File: config.mk
export PLATFORM = sky130hd
export DESIGN_NAME = mcce_mul
export DESIGN_NICKNAME = d
export VERILOG_FILES = /design/src/hdl/motor_can_command_encoder_unit_macros.svh /design/src/hdl/mcce_pkg.sv /design/src/hdl/mcce_mul.sv
export SDC_FILE = /design/constraint.sdc
export NUM_CORES = 2
export LEC_CHECK = 0
export ABC_CLOCK_PERIOD_IN_PS = 10200
export BUFFER_PORTS_ARGS = -buffer_cell sky130_fd_sc_hd__buf_2
export CELL_PAD_IN_SITES_DETAIL_PLACEMENT = 1
export CELL_PAD_IN_SITES_GLOBAL_PLACEMENT = 2
export CORE_MARGIN = 3
export CORE_UTILIZATION = 42
export DETAILED_ROUTE_END_ITERATION = 8
export HOLD_SLACK_MARGIN = 0.12
export PLACE_DENSITY = 0.91
export SETUP_SLACK_MARGIN = 0.2
export SYNTH_ARGS = -nofsm -noshare
export SYNTH_HDL_FRONTEND = slang
export SYNTH_SLANG_ARGS = --single-unit
File: constraint.sdc
create_clock -name clk_i -period 10.2 [get_ports clk_i]
set_input_delay 1.02 -clock clk_i [delete_from_list [all_inputs] [get_ports clk_i]]
set_output_delay 1.02 -clock clk_i [all_outputs]
set_load 0.01 [all_outputs]
File: src/hdl/motor_can_command_encoder_unit_macros.svh
// Assertion macros shared by the motor command encoder RTL.
`ifndef MOTOR_CAN_COMMAND_ENCODER_UNIT_MACROS_SVH
`define MOTOR_CAN_COMMAND_ENCODER_UNIT_MACROS_SVH

// Same-cycle implication, clocked on clk_i and quiet while rst_ni is low.
`define MCCE_ASSERT_IMPL(lbl, ante, cons) \
  lbl: assert property (@(posedge clk_i) disable iff (!rst_ni) (ante) |-> (cons)) \
    else $error("mcce: same-cycle check failed");

// Next-cycle implication, clocked on clk_i and quiet while rst_ni is low.
`define MCCE_ASSERT_NEXT(lbl, ante, cons) \
  lbl: assert property (@(posedge clk_i) disable iff (!rst_ni) (ante) |=> (cons)) \
    else $error("mcce: next-cycle check failed");

`endif

File: src/hdl/mcce_pkg.sv
// Types and constants of the motor command encoder.
package mcce_pkg;

  typedef enum logic [2:0] {
    CMD_DUTY      = 3'd0,
    CMD_CURRENT   = 3'd1,
    CMD_BRAKE     = 3'd2,
    CMD_SPEED     = 3'd3,
    CMD_POSITION  = 3'd4,
    CMD_ORIGIN    = 3'd5,
    CMD_POS_SPEED = 3'd6,
    CMD_ATTACH    = 3'd7
  } cmd_e;

  typedef enum logic [2:0] {
    STEP_IDLE,
    STEP_RP,
    STEP_MUL,
    STEP_SHIFT,
    STEP_CLAMP
  } step_e;

  localparam int MulAW = 32;
  localparam int MulBW = 25;
  localparam int ProdW = MulAW + MulBW;

  localparam logic [1:0] PASS_WORD  = 2'd0;
  localparam logic [1:0] PASS_SPEED = 2'd1;
  localparam logic [1:0] PASS_ACCEL = 2'd2;

  localparam logic [3:0] LEN_ONE   = 4'd1;
  localparam logic [3:0] LEN_FOUR  = 4'd4;
  localparam logic [3:0] LEN_EIGHT = 4'd8;

  localparam logic signed [MulBW-1:0] DUTY_SCALE     = 25'sd100000;
  localparam logic signed [MulBW-1:0] CURRENT_SCALE  = 25'sd1000;
  localparam logic signed [MulBW-1:0] POSITION_SCALE = 25'sd10000;
  localparam logic signed [31:0]      DUTY_MAX       = 32'sd65536;

  // Rounding offsets that make the arithmetic shifts truncate toward zero.
  localparam logic signed [ProdW-1:0] BIAS_Q8  = 57'sd255;
  localparam logic signed [ProdW-1:0] BIAS_Q16 = 57'sd65535;
  localparam logic signed [ProdW-1:0] BIAS_Q24 = 57'sd16777215;

  typedef struct packed {
    logic [2:0]         cmd;
    logic [7:0]         motor_id;
    logic signed [31:0] value;
    logic signed [15:0] speed_limit;
    logic signed [15:0] accel_limit;
    logic [7:0]         origin_mode;
    logic [15:0]        gear_ratio;
    logic [7:0]         pole_pairs;
    logic [15:0]        max_current_ma;
  } mcce_req_t;

  typedef struct packed {
    logic [10:0] frame_id;
    logic [3:0]  frame_length;
    logic [63:0] payload;
  } mcce_res_t;

  typedef struct packed {
    logic [15:0] ratio;
    logic [7:0]  poles;
    logic [15:0] limit_ma;
  } profile_t;

  localparam profile_t DEF_PROFILE = '{ratio: 16'd256, poles: 8'd1, limit_ma: 16'd10000};

  typedef struct packed {
    step_e      step;
    logic [1:0] pass;
    logic       fin;
  } ctrl_t;

endpackage

File: src/hdl/mcce_mul.sv
// Shared signed multiplier with a registered product.
module mcce_mul (
  input  logic                                 clk_i,
  input  logic signed [mcce_pkg::MulAW-1:0]    a_i,
  input  logic signed [mcce_pkg::MulBW-1:0]    b_i,
  output logic signed [mcce_pkg::ProdW-1:0]    prod_o
);
  import mcce_pkg::*;

  logic signed [ProdW-1:0] prod_d, prod_q;

  assign prod_d = ProdW'(a_i) * ProdW'(b_i);

  always_ff @(posedge clk_i) begin
    prod_q <= prod_d;
  end

  assign prod_o = prod_q;

endmodule

==> impl_metrics.csv <==
group,metric,value,unit
layout,synthToLayoutAreaGrowth,5.282,%
synthesis,synth.net_count,4236,
route,vias,21010,
layout,layout_common_cells,"inv_1, fa_1, nand2_1, and2_1, ha_1",
setup_path,slowest_delay,1090,ps
grt,grt_pass1_wl,140.1,mm
clock_network,clock_sinks,57,
floorplanning,core_area,0.06919,mm²
route,vias_per_cell,5.090,
clock_network,cts_hold_buffers,0,
status,status,"finished clean",
synthesis,synth_ff_type,"dfxtp_1",
clock_network,cts_max_level,3,
setup_path,cpMaxStageDelayCell,"fa_1",
floorplanning,dieArea,0.07379,mm²
synthesis,yosysUniqueCellTypes,63,
timing,relSlewSlack,31.66,%
min_path,hold_path_class,"in -> reg",
placed_design,dpl.hpwl,70.16,mm
route,ant_nets,0,
timing,finalSetupViolCount,0,
synthesis,yosys.area_share.adder,61.87,%
timing,whs,1256,ps
placed_design,port_buffers,114,
synthesis,synth_top_family_by_area,"adder cells",
layout,nets,4221,
synthesis,synth_area_leader_cell,"fa_1",
synthesis,synth_seq_cells,57,
setup_path,endpoint_kind,"flop",
setup_path,worst-path-max-fanout,32,
setup_path,crit_path_start_kind,"input pin",
timing,rsz0062_at_grt,"false",
route,wl_per_cell,20.54,µm
floorplanning,initial_core_util,42.83,%
grt,grt_pass1_vias,25500,
grt,gr-total-overflow,0,
floorplanning,ios,115,
setup_path,path_common_cell,"fa_1",
flow_run,cap_violations,0,
timing,tightestPinTransition,1022,ps
placed_design,globalplace.congestion,0.8389,
synthesis,synthesis.area,0.02964,mm²
timing,tns,0,ps
clock_network,cts_tree,"yes",
route,firstDrtPassIters,5,
synthesis,async_flop_share,0,%
grt,grt_max_degree,33,
synthesis,yosysWarnings,0,
floorplanning,dieHeight,271.6,µm
layout,drive_gt1_share,4.978,%
setup_path,critPathTopFamily,"adder cells",
route,drt_iter0_markers,793,
synthesis,synthCells,3204,
setup_path,cp_num_buf_inv,6,
synthesis,synth_edf_count,0,
clock_network,cts_resized,0,
synthesis,synth-simple-area-share,15.53,%
timing,timing.final.crit_share,89.42,%
grt,grt_util_all_layers,24.41,%
timing,fmax,109.6,MHz
clock_network,post-cts-setup-buffers,0,
setup_path,cp_data_arrival_time,9350,ps
timing,slew_violations,0,
synthesis,yosysTopAreaCellShare,55.32,%
layout,fillers,8129,
setup_path,critPathKind,"in -> reg",
synthesis,synth-compound-area-share,4.133,%
synthesis,synthMuxAreaShare,0,%
floorplanning,rows,96,
route,routed_wl,84.78,mm
layout,layout_commonest_cell,"inv_1",
floorplanning,die_w,271.6,µm
synthesis,synthTopCellsByArea,"fa_1, inv_1, and2_1, ha_1, nand2_1",
timing,hold_viol,0,
clock_network,numCtsBuffers,9,
clock_network,clk_path_buf_depth,2,
synthesis,synth-xor-area-share,1.773,%
setup_path,path_cells,"buf_2 -> nand2_1 -> inv_1 -> fa_1 -> fa_1 -> fa_1 -> inv_1 -> fa_1 -> inv_1 -> fa_1 -> inv_1 -> fa_1 -> inv_1 -> ha_1 -> and3_1 -> nand2_1 -> nor2_1 -> nand2_1 -> a311oi_2 -> o21ai_0 -> and4b_1 -> or3_1 -> o311ai_0",
route,drc_errors,0,
layout,largest_reg_flops,57,
synthesis,yosysSeqAreaShare,3.850,%
clock_network,path_clk_slew,70,ps
synthesis,syn_avg_cell_area,9.250,µm²
setup_path,cp_data_required_time,10430,ps
clock_network,ctsRootBufferMaster,"clkbuf_16",
grt,antenna_found_initial,7,
timing,period_minus_slack,9121,ps
-- kinds of logic after synthesis --
family	count (synthesis)
simple gates	921
flops	57
xor+xnor	60
compound gates	179
buf+inv	1013
fa+ha+maj	974
-- final timing paths --
path | from | to | slack, ps | depth (start not counted)
worst max-delay path | b_i[1] | prod_o[53] | 1080 | 23
worst min-delay path | b_i[0] | prod_o[0] | 1260 | 2
-- layout make-up --
class | count | area [µm²] | share of cell area (%)
inverters | 860 | 3228 | 10.35
diodes | 3 | 7.507 | 0.02406
clock buffers | 9 | 225.2 | 0.7218
multi-input cells | 2134 | 24690 | 79.13
repair buffers | 127 | 668.1 | 2.141
clock inverters | 7 | 77.57 | 0.2486
well taps | 931 | 1165 | 3.733
flip-flops and latches | 57 | 1141 | 3.657
-- synth_stat cells (2+ instances only) --
cell	n
nand3_1	13
o211ai_1	2
o21a_1	4
dfxtp_1	57
and2_1	397
xor2_1	15
nand4_1	9
a21o_1	26
buf_2	2
o2111ai_1	2
o21bai_1	5
or2_2	2
and3_1	6
nor3_1	6
a211o_1	4
nand2_1	410
buf_1	3
clkbuf_1	147
o311ai_0	2
nor2b_1	3
a31oi_1	8
inv_1	860
or3_1	4
fa_1	819
nor2_1	50
a211oi_1	5
xnor2_1	45
o31ai_1	3
o211a_1	2
ha_1	155
a21oi_1	52
nand2b_1	14
o21ai_0	40
a41oi_1	2
a311oi_1	2
-- metrics by stage --
step                util (%)  setup WS (ps)  std cells  area [µm²]
global placement       44.65          807.5       4109       30890
detailed placement     44.65          726.2       4109       30890
CTS                    45.09           1074       4125       31190
finish                 45.10           1080       4128       31200
global route           45.09          624.1       4125       31190
floorplan                  -           2830       3204       29640
-- metal layers --
metal	vias up	track usage, %	part of all wire, %
met5	-	0	0.032
met4	4	8.698	3.6
met3	172	2.908	3.5
met2	448	44.54	53
met1	11320	29.68	40
li1	9068	-	-
Power is left out: the tool's default activity adds up to more than one toggle a clock period on the data nets, which glitch-free logic cannot reach.
