### src/hdl/motor_can_command_encoder_unit_macros.svh
// Assertion macros shared by the motor command encoder RTL.
`ifndef MOTOR_CAN_COMMAND_ENCODER_UNIT_MACROS_SVH
`define MOTOR_CAN_COMMAND_ENCODER_UNIT_MACROS_SVH

// Same-cycle implication, clocked on clk_i and quiet while rst_ni is low.
`define MCCE_ASSERT_IMPL(lbl, ante, cons) \
  lbl: assert property (@(posedge clk_i) disable iff (!rst_ni) (ante) |-> (cons)) \
    else $error("mcce: same-cycle check failed");

// Next-cycle implication, clocked on clk_i and quiet while rst_ni is low.
`define MCCE_ASSERT_NEXT(lbl, ante, cons) \
  lbl: assert property (@(posedge clk_i) disable iff (!rst_ni) (ante) |=> (cons)) \
    else $error("mcce: next-cycle check failed");

`endif

### src/hdl/mcce_pkg.sv
// Types and constants of the motor command encoder.
package mcce_pkg;

  typedef enum logic [2:0] {
    CMD_DUTY      = 3'd0,
    CMD_CURRENT   = 3'd1,
    CMD_BRAKE     = 3'd2,
    CMD_SPEED     = 3'd3,
    CMD_POSITION  = 3'd4,
    CMD_ORIGIN    = 3'd5,
    CMD_POS_SPEED = 3'd6,
    CMD_ATTACH    = 3'd7
  } cmd_e;

  typedef enum logic [2:0] {
    STEP_IDLE,
    STEP_RP,
    STEP_MUL,
    STEP_SHIFT,
    STEP_CLAMP
  } step_e;

  localparam int MulAW = 32;
  localparam int MulBW = 25;
  localparam int ProdW = MulAW + MulBW;

  localparam logic [1:0] PASS_WORD  = 2'd0;
  localparam logic [1:0] PASS_SPEED = 2'd1;
  localparam logic [1:0] PASS_ACCEL = 2'd2;

  localparam logic [3:0] LEN_ONE   = 4'd1;
  localparam logic [3:0] LEN_FOUR  = 4'd4;
  localparam logic [3:0] LEN_EIGHT = 4'd8;

  localparam logic signed [MulBW-1:0] DUTY_SCALE     = 25'sd100000;
  localparam logic signed [MulBW-1:0] CURRENT_SCALE  = 25'sd1000;
  localparam logic signed [MulBW-1:0] POSITION_SCALE = 25'sd10000;
  localparam logic signed [31:0]      DUTY_MAX       = 32'sd65536;

  // Rounding offsets that make the arithmetic shifts truncate toward zero.
  localparam logic signed [ProdW-1:0] BIAS_Q8  = 57'sd255;
  localparam logic signed [ProdW-1:0] BIAS_Q16 = 57'sd65535;
  localparam logic signed [ProdW-1:0] BIAS_Q24 = 57'sd16777215;

  typedef struct packed {
    logic [2:0]         cmd;
    logic [7:0]         motor_id;
    logic signed [31:0] value;
    logic signed [15:0] speed_limit;
    logic signed [15:0] accel_limit;
    logic [7:0]         origin_mode;
    logic [15:0]        gear_ratio;
    logic [7:0]         pole_pairs;
    logic [15:0]        max_current_ma;
  } mcce_req_t;

  typedef struct packed {
    logic [10:0] frame_id;
    logic [3:0]  frame_length;
    logic [63:0] payload;
  } mcce_res_t;

  typedef struct packed {
    logic [15:0] ratio;
    logic [7:0]  poles;
    logic [15:0] limit_ma;
  } profile_t;

  localparam profile_t DEF_PROFILE = '{ratio: 16'd256, poles: 8'd1, limit_ma: 16'd10000};

  typedef struct packed {
    step_e      step;
    logic [1:0] pass;
    logic       fin;
  } ctrl_t;

endpackage

### src/hdl/mcce_ctrl.sv
// Sequencer that steps one request through the shared multiplier.
module mcce_ctrl (
  input  logic            clk_i,
  input  logic            rst_ni,
  input  logic            go_i,
  input  logic            multi_i,
  output mcce_pkg::ctrl_t ctrl_o,
  output logic            busy_o
);
  import mcce_pkg::*;

  step_e      step_q, step_d;
  logic [1:0] pass_q, pass_d;
  logic       fin;

  always_ff @(posedge clk_i or negedge rst_ni) begin
    if (!rst_ni) begin
      step_q <= STEP_IDLE;
      pass_q <= PASS_WORD;
    end else begin
      step_q <= step_d;
      pass_q <= pass_d;
    end
  end

  always_comb begin
    step_d = step_q;
    pass_d = pass_q;
    fin    = 1'b0;
    case (step_q)
      STEP_IDLE: begin
        pass_d = PASS_WORD;
        if (go_i) begin
          step_d = STEP_RP;
        end
      end
      STEP_RP:    step_d = STEP_MUL;
      STEP_MUL:   step_d = STEP_SHIFT;
      STEP_SHIFT: step_d = STEP_CLAMP;
      STEP_CLAMP: begin
        // Position-with-speed runs two more passes for its limit fields.
        if (multi_i && pass_q != PASS_ACCEL) begin
          pass_d = pass_q + 2'd1;
          step_d = STEP_MUL;
        end else begin
          pass_d = PASS_WORD;
          step_d = STEP_IDLE;
          fin    = 1'b1;
        end
      end
      default: begin
        step_d = STEP_IDLE;
        pass_d = PASS_WORD;
      end
    endcase
  end

  assign ctrl_o = '{step: step_q, pass: pass_q, fin: fin};
  assign busy_o = step_q != STEP_IDLE;

endmodule

### config.mk
export PLATFORM = sky130hd
export DESIGN_NAME = mcce_ctrl
export DESIGN_NICKNAME = d
export VERILOG_FILES = /design/src/hdl/motor_can_command_encoder_unit_macros.svh /design/src/hdl/mcce_pkg.sv /design/src/hdl/mcce_ctrl.sv
export SDC_FILE = /design/constraint.sdc
export NUM_CORES = 1
export LEC_CHECK = 0
export ABC_AREA = 1
export BUFFER_PORTS_ARGS = -buffer_cell sky130_fd_sc_hd__buf_2
export CAP_MARGIN = 15
export CORE_AREA = 5 5 42 44
export CTS_CLUSTER_SIZE = 14
export DETAILED_ROUTE_END_ITERATION = 7
export DIE_AREA = 0 0 47 49
export GPL_TIMING_DRIVEN = 0
export PLACE_DENSITY = 0.45
export SYNTH_ARGS = -nofsm -noshare
export SYNTH_HDL_FRONTEND = slang
export SYNTH_SLANG_ARGS = --single-unit
### constraint.sdc
create_clock -name clk_i -period 1 [get_ports clk_i]
set_input_delay 0 -clock clk_i [delete_from_list [all_inputs] [get_ports clk_i]]
set_output_delay 0 -clock clk_i [all_outputs]
set_load 0.02 [all_outputs]
==> results of run 1 <==
==> cell usage in the layout, fill, tap and decap left out <==
cell type | synthesis | layout
clkbuf_4 | 0 | 3
nor3_4 | 0 | 1
buf_4 | 1 | 5
ha_1 | 1 | 1
buf_6 | 0 | 1
nor2_4 | 1 | 1
nand2_1 | 12 | 11
o211ai_1 | 1 | 1
clkbuf_1 | 0 | 1
nor2_2 | 1 | 3
dfrtp_1 | 5 | 4
dfrtp_2 | 0 | 1
nor2_1 | 4 | 2
buf_2 | 0 | 9
inv_2 | 2 | 3
dlygate4sd3_1 | 0 | 1
nand2_2 | 1 | 2
inv_1 | 5 | 4
==> worst max-delay path: cells and delay by family, from the launching register on <==
family        cells  cell delay, ns
simple gates      2            0.17
flops             1            0.40
fa+ha+maj         1            0.13
buf+inv           4            0.28
==> metal layers <==
| layer | vias up | wire length, µm | global-route usage (%) |
|---|---|---|---|
| met5 | - | 0 | 0 |
| met4 | 0 | 27 | 8.29 |
| met3 | 4 | 35 | 1.11 |
| met2 | 7 | 287 | 6.79 |
| met1 | 121 | 276 | 7.16 |
| li1 | 141 | - | - |
==> sequential cells by signal (all words and copies together) (netlist names) <==
name	flops
step_q	3
pass_q	2
==> cells by family (layout without fill, tap and decap cells) <==
logic type,Yosys count,count (layout),share of synthesized area (%)
flip-flops,5,5,46.7
AND/OR/NAND/NOR,20,20,33.2
adder cells (fa/ha/maj),1,1,4.67
buffers and inverters,8,27,12.6
AO/OA/AOI/OAI,1,1,2.80
==> worst paths after layout <==
kind,cells past startpoint,start,to
max,7,pass_q[0]$_DFFE_PN0N_,ctrl_o[0]
min,3,go_i,step_q[0]$_DFFE_PN0P_
max reg2reg,7,pass_q[1]$_DFFE_PN0N_,pass_q[1]$_DFFE_PN0N_
min reg2reg,1,step_q[2]$_DFFE_PN0P_,step_q[2]$_DFFE_PN0P_
max in group asynchronous,2,rst_ni,pass_q[0]$_DFFE_PN0N_
min in group asynchronous,2,rst_ni,step_q[0]$_DFFE_PN0P_
==> timing repair <==
action                                  CTS  global route
hold buffers                              1             0
gates resized for setup                   4             1
hold endpoints to repair                  5             0
endpoints found under the setup margin    2             5
pin swaps                                 0             4
setup buffers                             1             4
==> per-stage QoR <==
stage	hold WS (ns)	cell area (µm²)	power, mW	setup TNS (ns)
finish	0.00202	430	1.31	-0.397
global placement	-0.183	347	0.931	-0.100
CTS	0.000953	398	1.23	-0.279
detailed placement	-0.182	347	0.939	-0.118
floorplan	-0.296	277	0.768	-0.0109
global route	0.00685	430	1.41	-0.678
==> where the power goes <==
part | total [mW] | leakage, nW | switching, mW | internal, mW
sequential | 0.368 | 0.0634 | 0.0860 | 0.282
clock | 0.227 | 0.0150 | 0.0767 | 0.150
combinational | 0.715 | 0.159 | 0.427 | 0.288
==> cell type report <==
class	count	area (µm²)	area share [%]
inverter	7	26.3	6.10
timing repair buffer	16	104	24.1
multi-input combinational	22	128	29.7
tap	16	20.0	4.65
clock buffer	4	26.3	6.10
sequential	5	126	29.4
==> key figures, run 1 <==
Clock network
  • Buffers from clock root to sink, at most: 2
  • Clock slew at the register clock pins of the worst setup and hold paths: 0.04 ns
  • Total CTS buffers: 3
  • TritonCTS clock tree: built
  • Clock sink count: 5
  • Clock root buffer master: clkbuf_4
  • Insertion delay to the later sink of the worst-skew pair: 0.24 ns
  • CTS H-tree depth: 1

Critical path
  • Critical Path Most Common Cell: inv_2
  • Arrival time at the worst endpoint: roughly 1.2 ns
  • Capturing element type of the critical path: output port
  • Category of the critical setup timing path: reg -> out
  • Crit path largest cell delay: about 0.40 ns
  • Cell-by-cell trace of the critical path: inv_2, ha_1, inv_1, nand2_2, inv_2, nor3_4, buf_6
  • Kind of start point of the critical path: flip-flop
  • Slowest stage cell, crit path: dfrtp_2
  • CP required: 1.00 ns
  • Setup slack on the worst flop-to-flop path: -0.09 ns
  • Crit-path max FO: 2

Yosys
  • Commonest cells in the synthesized netlist: nand2_1, dfrtp_1, inv_1
  • Proportion of netlist area held by the largest area contributor: 46.7%
  • Post-synthesis cell area: between 200 and 300 µm²
  • Avg Inst Size Synth: between 7 and 8 µm²
  • Proportion of register bits with asynchronous set or reset after synthesis: between 90% and 100%
  • Number of synthesized flops with an enable pin: 0
  • Synthesized instance count: 35
  • Predominant post-synthesis flop cell: dfrtp_1
  • Most common cell in the synthesized netlist: nand2_1
  • Share of synthesized area occupied by flip-flops and latches: 46.7%
  • Number of different library cells in the post-synthesis netlist: 12
  • Seq cells post-synth: 5
  • Post-Synthesis Net Count: 40
  • Cell type with the highest aggregate area in the netlist: dfrtp_1
  • Yosys Warn Count: 0
  • Ranking of synthesized cells by area: dfrtp_1, nand2_1, inv_1

Placement
  • Number of input and output port buffers inserted: 10
  • Worst-case setup slack after placement: -0.118 ns
  • Cell total after placement: approximately 60
  • HPWL after detailed placement: 450 µm
  • Placer congestion estimate: 0.650

Floorplanning
  • Total I/O pin count: 11
  • Site Rows: 14
  • Die footprint: 2300 µm²
  • Chip width: between 40 and 50 µm
  • Overall die height: around 50 µm
  • Core Region: 1400 µm²
  • Starting Density: 19.1%

STA
  • Worst-Margin Slew: 0.177 ns
  • Number of hold violations in the final report: 0
  • RSZ-0062 raised after global routing: yes
  • Headroom to the max-slew limit: between 80% and 90%
  • Max Transition Viols Final: 0
  • Max frequency: between 800 and 900 MHz
  • Final critical path time including I/O delays and setup: between 1 and 1.5 ns
  • Post-route worst setup slack: -0.214 ns
  • Final number of setup-violating endpoints: 4
  • Portion of the clock cycle consumed by the worst path in the final layout: 121%
  • Worst setup skew after layout: around 0.0005 ns

Routing
  • Wire length after detailed routing: between 600 and 700 µm
  • Total number of vias: around 270
  • Vias per std cell: 3.90
  • DRC viols: 0
  • DRC violation total after the first TritonRoute iteration: 3
  • First-pass iteration count of the detailed router: 2
  • Routed wirelength normalized by instance count: 8.94 µm
  • ANT nets after route: 0

Finish
  • Final antenna diode count: 0
  • Fraction of final layout cells sized beyond drive strength 1: 53.7%
  • Layout Utilization: 30.7%
  • Area added between synthesis and finish: 60.7%
  • Fill cells: 166
  • Final Instance Count excl. Fillers: 70
  • Net count of the finished layout: 60

Run status
  • Violations in the final reports: setup timing
  • Result of the run: finished, violations left

Power
  • Power per Cell Area: about 3000 nW/µm²
  • Peak ir drop on the vdd network: around 1.1 mV
  • P_leak: roughly 0.24 nW

GRT
  • First-pass GRT wire length: roughly 900 µm
  • GRT Resource Usage Total: 5.88%
  • Initial antenna violation count: 0
  • Number of global-route vias before repair: 224
  • Largest net degree at the start of global routing: 6
  • Aggregate global routing overflow: 0

Hold path
  • Worst min-delay path class: in -> reg

Flow run
  • Number of max-cap violations: 0
Note: power is estimated with default switching activity, not from simulation.
==> run 2, diff against run 1 <==
Settings changed: CELL_PAD_IN_SITES_DETAIL_PLACEMENT set to 1, CELL_PAD_IN_SITES_GLOBAL_PLACEMENT set to 1, PLACE_DENSITY 0.45 to 0.58.
==> key figures, run 2 (synthesis results as in run 1) <==
Critical path
  • Capturing element type of the critical path: output port
  • CP required: 1.00 ns (about the same)
  • Arrival time at the worst endpoint: 1.25 ns (+0.04 ns)
  • Kind of start point of the critical path: flip-flop
  • Crit-path max FO: 2 (unchanged)
  • Category of the critical setup timing path: reg -> out

Finish
  • Final antenna diode count: 0 (unchanged)
  • Fraction of final layout cells sized beyond drive strength 1: 62.5% (+8.8 points)
  • Register containing the most flip-flops in the final layout: step_q
  • Number of flip-flops under the largest register name: 3 (unchanged)
  • Top library cells by usage in the layout, fill and taps aside: nand2_1, buf_2, buf_6
  • Net count of the finished layout: 62 (+3.3%)
  • Commonest non-fill, non-tap cell in the layout: nand2_1
  • Layout Utilization: 35.4% (+4.7 points)
  • Area added between synthesis and finish: 85.5%
  • Final Instance Count excl. Fillers: 72 (+2.9%)
  • Largest registers in the final layout: step_q (3), pass_q (2)
  • Fill cells: 178 (+7.2%)

STA
  • Final TNS setup: -0.689 ns (-0.292 ns)
  • Portion of the clock cycle consumed by the worst path in the final layout: 125% (+3.8 points)
  • Final critical path time including I/O delays and setup: 1.25 ns (+0.0376 ns)
  • Max frequency: 799 MHz (-3.0%)
  • Worst setup skew after layout: 0.000661 ns (+0.000150 ns)
  • RSZ-0062 raised after global routing: yes
  • Final number of setup-violating endpoints: 4 (unchanged)
  • Post-route worst setup slack: -0.252 ns (-0.0376 ns)
  • Worst-Margin Slew: 0.185 ns (+0.00855 ns)
  • Number of hold violations in the final report: 0 (unchanged)
  • Headroom to the max-slew limit: 87.7% (-0.57 points)
  • Max Transition Viols Final: 0 (unchanged)

Placement
  • Worst-case setup slack after placement: -0.123 ns (-0.00567 ns)
  • Cell total after placement: 61 (unchanged)
  • HPWL after detailed placement: 478 µm (+6.1%)
  • Number of input and output port buffers inserted: 10 (unchanged)
  • Placer congestion estimate: 0.660 (+1.5%)

Floorplanning
  • Chip width: 47 µm (unchanged)
  • Core Region: 1400 µm² (unchanged)
  • Die footprint: 2300 µm² (unchanged)
  • Overall die height: 49 µm (unchanged)
  • Starting Density: 19.1% (unchanged)
  • Total I/O pin count: 11 (unchanged)
  • Site Rows: 14 (unchanged)

Power
  • Peak ir drop on the vdd network: 1.25 mV (+17%)
  • Power per Cell Area: 3110 nW/µm² (+2.3%)
  • P_leak: 0.257 nW (+8.1%)
  • Final total power: 1.55 mW (+18%)

Run status
  • Violations in the final reports: setup timing
  • Result of the run: finished, violations left

Clock network
  • Insertion delay to the later sink of the worst-skew pair: 0.24 ns (about the same)
  • Clock root buffer master: clkbuf_4
  • CTS H-tree depth: 1 (unchanged)
  • TritonCTS clock tree: built
  • Buffers from clock root to sink, at most: 2 (unchanged)
  • Clock sink count: 5 (unchanged)
  • Clock slew at the register clock pins of the worst setup and hold paths: 0.04 ns (about the same)
  • Total CTS buffers: 3 (unchanged)

Routing
  • ANT nets after route: 0 (unchanged)
  • Vias per std cell: 3.79 (-2.8%)
  • First-pass iteration count of the detailed router: 2 (unchanged)
  • DRC viols: 0 (unchanged)
  • Total number of vias: 273 (unchanged)
  • Wire length after detailed routing: 716 µm (+14%)
  • Routed wirelength normalized by instance count: 9.94 µm (+11%)
  • DRC violation total after the first TritonRoute iteration: 1 (-2)

Hold path
  • Worst min-delay path class: in -> reg

GRT
  • Initial antenna violation count: 0 (unchanged)
  • Aggregate global routing overflow: 0 (unchanged)
  • GRT Resource Usage Total: 6.44% (+0.56 points)
  • Largest net degree at the start of global routing: 6 (unchanged)
  • Number of global-route vias before repair: 270 (+21%)
  • First-pass GRT wire length: 1040 µm (+15%)

Flow run
  • Number of max-cap violations: 0 (unchanged)
-- run 2: cell types whose count changed in the layout (fill, tap and decap cells not counted), sizes merged --
cell,before,now
buf,15,17
-- run 2: final cells by class --
class	instances	area (µm²)	share of cell area (%)
Sequential cell	5	126	25.4
Multi-Input combinational cell	22	151	30.5
Clock buffer	4	26.3	5.29
Inverter	7	26.3	5.29
Tap cell	16	20.0	4.03
Timing Repair Buffer	18	146	29.5
-- run 2: per-stage QoR --
step	hold slack, ns	instance area (µm²)
6_report	0.0291	497
3_5_place_dp	-0.183	347
5_1_grt	0.0545	497
2_1_floorplan	-0.296	277
3_3_place_gp	-0.184	347
4_1_cts	0.0249	449
-- run 2: path summary, 6_finish.rpt --
path	start	to	slack, ns	cells past startpoint
worst min-delay path	go_i	step_q[0]$_DFFE_PN0P_	0.03	3
worst min register to register	step_q[2]$_DFFE_PN0P_	step_q[2]$_DFFE_PN0P_	0.54	1
min in group asynchronous	rst_ni	step_q[1]$_DFFE_PN0P_	0.11	2
worst max-delay path	pass_q[0]$_DFFE_PN0N_	ctrl_o[0]	-0.25	7
max in group asynchronous	rst_ni	pass_q[0]$_DFFE_PN0N_	0.75	2
worst max register to register	pass_q[0]$_DFFE_PN0N_	pass_q[0]$_DFFE_PN0N_	-0.20	9
-- run 2: metal layers --
layer  part of all wire [%]  global-route usage, %
met5                      0                      0
met4                      0                   6.91
met1                     42                   7.13
met2                     55                   9.28
met3                    3.4                   1.11
-- run 2: power breakdown --
part	internal (mW)	leakage, nW	switching (mW)
clock network	0.150	0.0150	0.0760
registers	0.282	0.0634	0.0855
logic	0.440	0.179	0.512
-- run 2: worst max-delay path, stage by stage (launching register included) --
cell and delay (ns):
dfrtp_2 0.41, inv_2 0.05, ha_1 0.13, inv_1 0.04, nand2_2 0.08, inv_2 0.04
nor3_2 0.12, buf_6 0.14
-- run 2: timing repair --
item / 4_1_cts / 5_1_grt
setup buffers: 6 / 1
setup endpoints to repair: 3 / 7
endpoints found under the hold margin: 5 / 0
pin swaps: 3 / 4
resized for setup: 9 / 11
hold buffers: 1 / 0
gates cloned: 0 / 0
==> run 3, diff against run 2 <==
Settings changed: ABC_AREA 1 to unset, PLACE_DENSITY 0.58 to 0.54.
==> key figures, run 3 <==
Finish
  • Final standard cell area without fillers: 468 µm² (-5.8%)
  • Commonest non-fill, non-tap cell in the layout: buf_2
  • Number of flip-flops under the largest register name: 3 (unchanged)
  • Register containing the most flip-flops in the final layout: step_q
  • Final Instance Count excl. Fillers: 61 (-15%)
  • Largest registers in the final layout: step_q (3), pass_q (2)
  • Sequential cell area: 130 µm² (+3.0%)
  • Fill cells: 172 (-3.4%)
  • Final antenna diode count: 0 (unchanged)
  • Multi-input combinational cell area: 141 µm² (-6.6%)
  • Top library cells by usage in the layout, fill and taps aside: buf_2, buf_4, buf_6
  • Area added between synthesis and finish: 79.8%
  • Fraction of final layout cells sized beyond drive strength 1: 73.3% (+11 points)
  • Net count of the finished layout: 51 (-18%)

Power
  • Switching power of the nets: 0.572 mW (-15%)
  • Power per Cell Area: 3180 nW/µm² (+2.3%)
  • Portion of total power attributed to the clock network: 15.6% (+1.0 points)
  • Switching power as a share of total power: 38.4% (-5.1 points)
  • P_leak: 0.213 nW (-17%)
  • Internal: 0.918 mW (+5.1%)
  • Peak ir drop on the vdd network: 1.19 mV (-4.8%)
  • Seq pwr share: 22.7% (-1.1 points)
  • Fraction of power consumed by combinational cells: 61.7% (about the same)

STA
  • Post-route worst setup slack: -0.297 ns (-0.0453 ns)
  • Worst-Margin Slew: 0.187 ns (+0.00219 ns)
  • Max Transition Viols Final: 0 (unchanged)
  • RSZ-0062 raised after global routing: yes
  • Portion of the clock cycle consumed by the worst path in the final layout: 130% (+4.5 points)
  • Number of hold violations in the final report: 0 (unchanged)
  • Final TNS setup: -1.28 ns (-0.593 ns)
  • Worst slack on hold paths: 0.0299 ns (+0.000794 ns)
  • Headroom to the max-slew limit: 87.4% (-0.28 points)
  • Max frequency: 771 MHz (-3.5%)
  • Final critical path time including I/O delays and setup: 1.30 ns (+0.0453 ns)
  • Worst setup skew after layout: 0.000427 ns (-0.000234 ns)
  • Final number of setup-violating endpoints: 7 (+3)

Yosys
  • Cell type with the highest aggregate area in the netlist: dfrtp_1
  • Synthesized instance count: 23 (-34%)
  • Number of synthesized flops with an enable pin: 0 (unchanged)
  • Share of synthesized area occupied by flip-flops and latches: 48.1% (+1.3 points)
  • Commonest cells in the synthesized netlist: dfrtp_1, nor2_1, o32ai_2
  • Synth Area in Simple Gates: 22.6% (-11 points)
  • Xor and xnor fraction of the mapped netlist area: 3.37% (+3.4 points)
  • Area fraction in compound gates after synthesis: 16.8% (+14 points)
  • Seq cells post-synth: 5 (unchanged)
  • Most common cell in the synthesized netlist: dfrtp_1
  • Proportion of register bits with asynchronous set or reset after synthesis: 100% (unchanged)
  • Ranking of synthesized cells by area: dfrtp_1, o32ai_2, ha_1
  • Share of synthesized cell area in full adder, half adder and majority cells: 4.81% (+0.13 points)
  • Post-synthesis cell area: 260 µm² (-2.8%)
  • Yosys Warn Count: 0 (unchanged)
  • Post-synthesis mux area share: 0% (unchanged)
  • Avg Inst Size Synth: 11.3 µm² (+48%)
  • Predominant post-synthesis flop cell: dfrtp_1
  • Number of different library cells in the post-synthesis netlist: 16 (+4)
  • Dominant combinational cell family by area after synthesis: simple AND/OR/NAND/NOR gates
  • Proportion of netlist area held by the largest area contributor: 48.1% (+1.3 points)
  • Post-Synthesis Net Count: 28 (-30%)

Placement
  • Placer congestion estimate: 0.645 (-2.2%)
  • Cell total after placement: 49 (-20%)
  • HPWL after detailed placement: 484 µm (+1.3%)
  • Number of input and output port buffers inserted: 10 (unchanged)
  • Placed cell areas: 335 µm² (-3.2%)

Routing
  • Met2 Routed Length: 384 µm (-2.3%)
  • Met3 wire length: 79 µm (+230%)
  • DRC viols: 0 (unchanged)
  • Post-route met1 wirelength: 308 µm (+3.4%)
  • Vias per std cell: 4.30 (+13%)
  • Top Layer Used: met3
  • Routed wirelength normalized by instance count: 12.7 µm (+27%)
  • ANT nets after route: 0 (unchanged)
  • DRC violation total after the first TritonRoute iteration: 0 (-1)
  • Total number of vias: 262 (-4.0%)
  • First-pass iteration count of the detailed router: 1 (-1)
  • Wire length after detailed routing: 773 µm (+8.0%)

Flow run
  • Number of max-cap violations: 0 (unchanged)

GRT
  • Number of global-route vias before repair: 290 (+7.4%)
  • GRT Resource Usage Total: 7.63% (+1.2 points)
  • First-pass GRT wire length: 1260 µm (+22%)
  • Largest net degree at the start of global routing: 8 (+2)
  • Initial antenna violation count: 0 (unchanged)
  • Aggregate global routing overflow: 0 (unchanged)

Clock network
  • Clock slew at the register clock pins of the worst setup and hold paths: 0.04 ns (about the same)
  • Total CTS buffers: 3 (unchanged)
  • Insertion delay to the later sink of the worst-skew pair: 0.24 ns (about the same)
  • Buffers from clock root to sink, at most: 2 (unchanged)
  • CTS H-tree depth: 1 (unchanged)
  • Clock sink count: 5 (unchanged)
  • Clock root buffer master: clkbuf_4
  • TritonCTS clock tree: built

Run status
  • Violations in the final reports: setup timing
  • Result of the run: finished, violations left

Critical path
  • Category of the critical setup timing path: reg -> out
  • Kind of start point of the critical path: flip-flop
  • Crit-path max FO: 2 (unchanged)
  • Arrival time at the worst endpoint: 1.30 ns (+0.05 ns)
  • Capturing element type of the critical path: output port
  • CP required: 1.00 ns (about the same)

Floorplanning
  • Overall die height: 49 µm (unchanged)
  • Total I/O pin count: 11 (unchanged)
  • Starting Density: 18.6% (-0.54 points)
  • Die footprint: 2300 µm² (unchanged)
  • Chip width: 47 µm (unchanged)
  • Site Rows: 14 (unchanged)
  • Core Region: 1400 µm² (unchanged)

Hold path
  • Worst min-delay path class: in -> reg
-- run 3: worst paths after layout --
path / start / to / slack (ns) / cells after the start
min in group asynchronous: rst_ni / step_q[2]$_DFFE_PN0P_ / 0.11 / 2
setup reg to reg: step_q[0]$_DFFE_PN0P_ / pass_q[1]$_DFFE_PN0N_ / -0.25 / 3
hold / removal: go_i / step_q[0]$_DFFE_PN0P_ / 0.03 / 3
max in group asynchronous: rst_ni / step_q[1]$_DFFE_PN0P_ / 0.73 / 2
hold reg to reg: step_q[2]$_DFFE_PN0P_ / step_q[2]$_DFFE_PN0P_ / 0.58 / 2
setup / recovery: step_q[0]$_DFFE_PN0P_ / ctrl_o[0] / -0.30 / 3
-- run 3: worst max-delay path, cell delays in order, from the launching register on --
cell and delay, ns:
dfrtp_2 0.40, or3b_4 0.41, nor2b_2 0.13, buf_6 0.12
-- run 3: cells by family after synthesis --
logic type / count (synthesis)
AOI/OAI and AO/OA: 4
xor gates and xnor gates: 1
adders and majority gates: 1
buffers and inverters: 2
DFF: 5
and+or+nand+nor: 10
-- run 3: power by group through the flow --
stage	sequential (mW)	clock, mW	combinational [mW]
final	0.338	0.232	0.920
after global routing	0.341	0.255	0.995
after CTS	0.336	0.244	0.865
after detailed placement	0.438	0	0.489
after global placement	0.429	0	0.479
after floorplan	0.497	0	0.257
-- run 3: layer usage --
layer | global-route usage [%] | vias to the layer above
met5 | 0 | -
li1 | - | 124
met1 | 9.33 | 127
met2 | 11.1 | 11
met4 | 4.15 | 0
met3 | 2.95 | 0
-- run 3: cell type report --
cell class	count	area share, %
Tap cell	16	4.28
Timing Repair Buffer	19	31.3
Clock buffer	4	5.61
Multi-Input combinational cell	16	30.2
Sequential cell	5	27.8
Inverter	1	0.802
-- run 3: per-stage QoR --
stage	power [mW]	setup WS (ns)	util, %
detailed placement	0.927	-0.264	23.9
finish	1.49	-0.297	33.4
floorplan	0.754	-0.186	-
global route	1.59	-0.336	33.4
global placement	0.908	-0.258	23.9
CTS	1.44	-0.306	32.3
-- run 3: repair_timing --
action	4_1_cts	5_1_grt
resized for setup	10	2
setup buffers	7	1
hold buffers	1	0
endpoints found under the hold margin	5	0
pin swaps	2	1
setup endpoints to repair	5	6
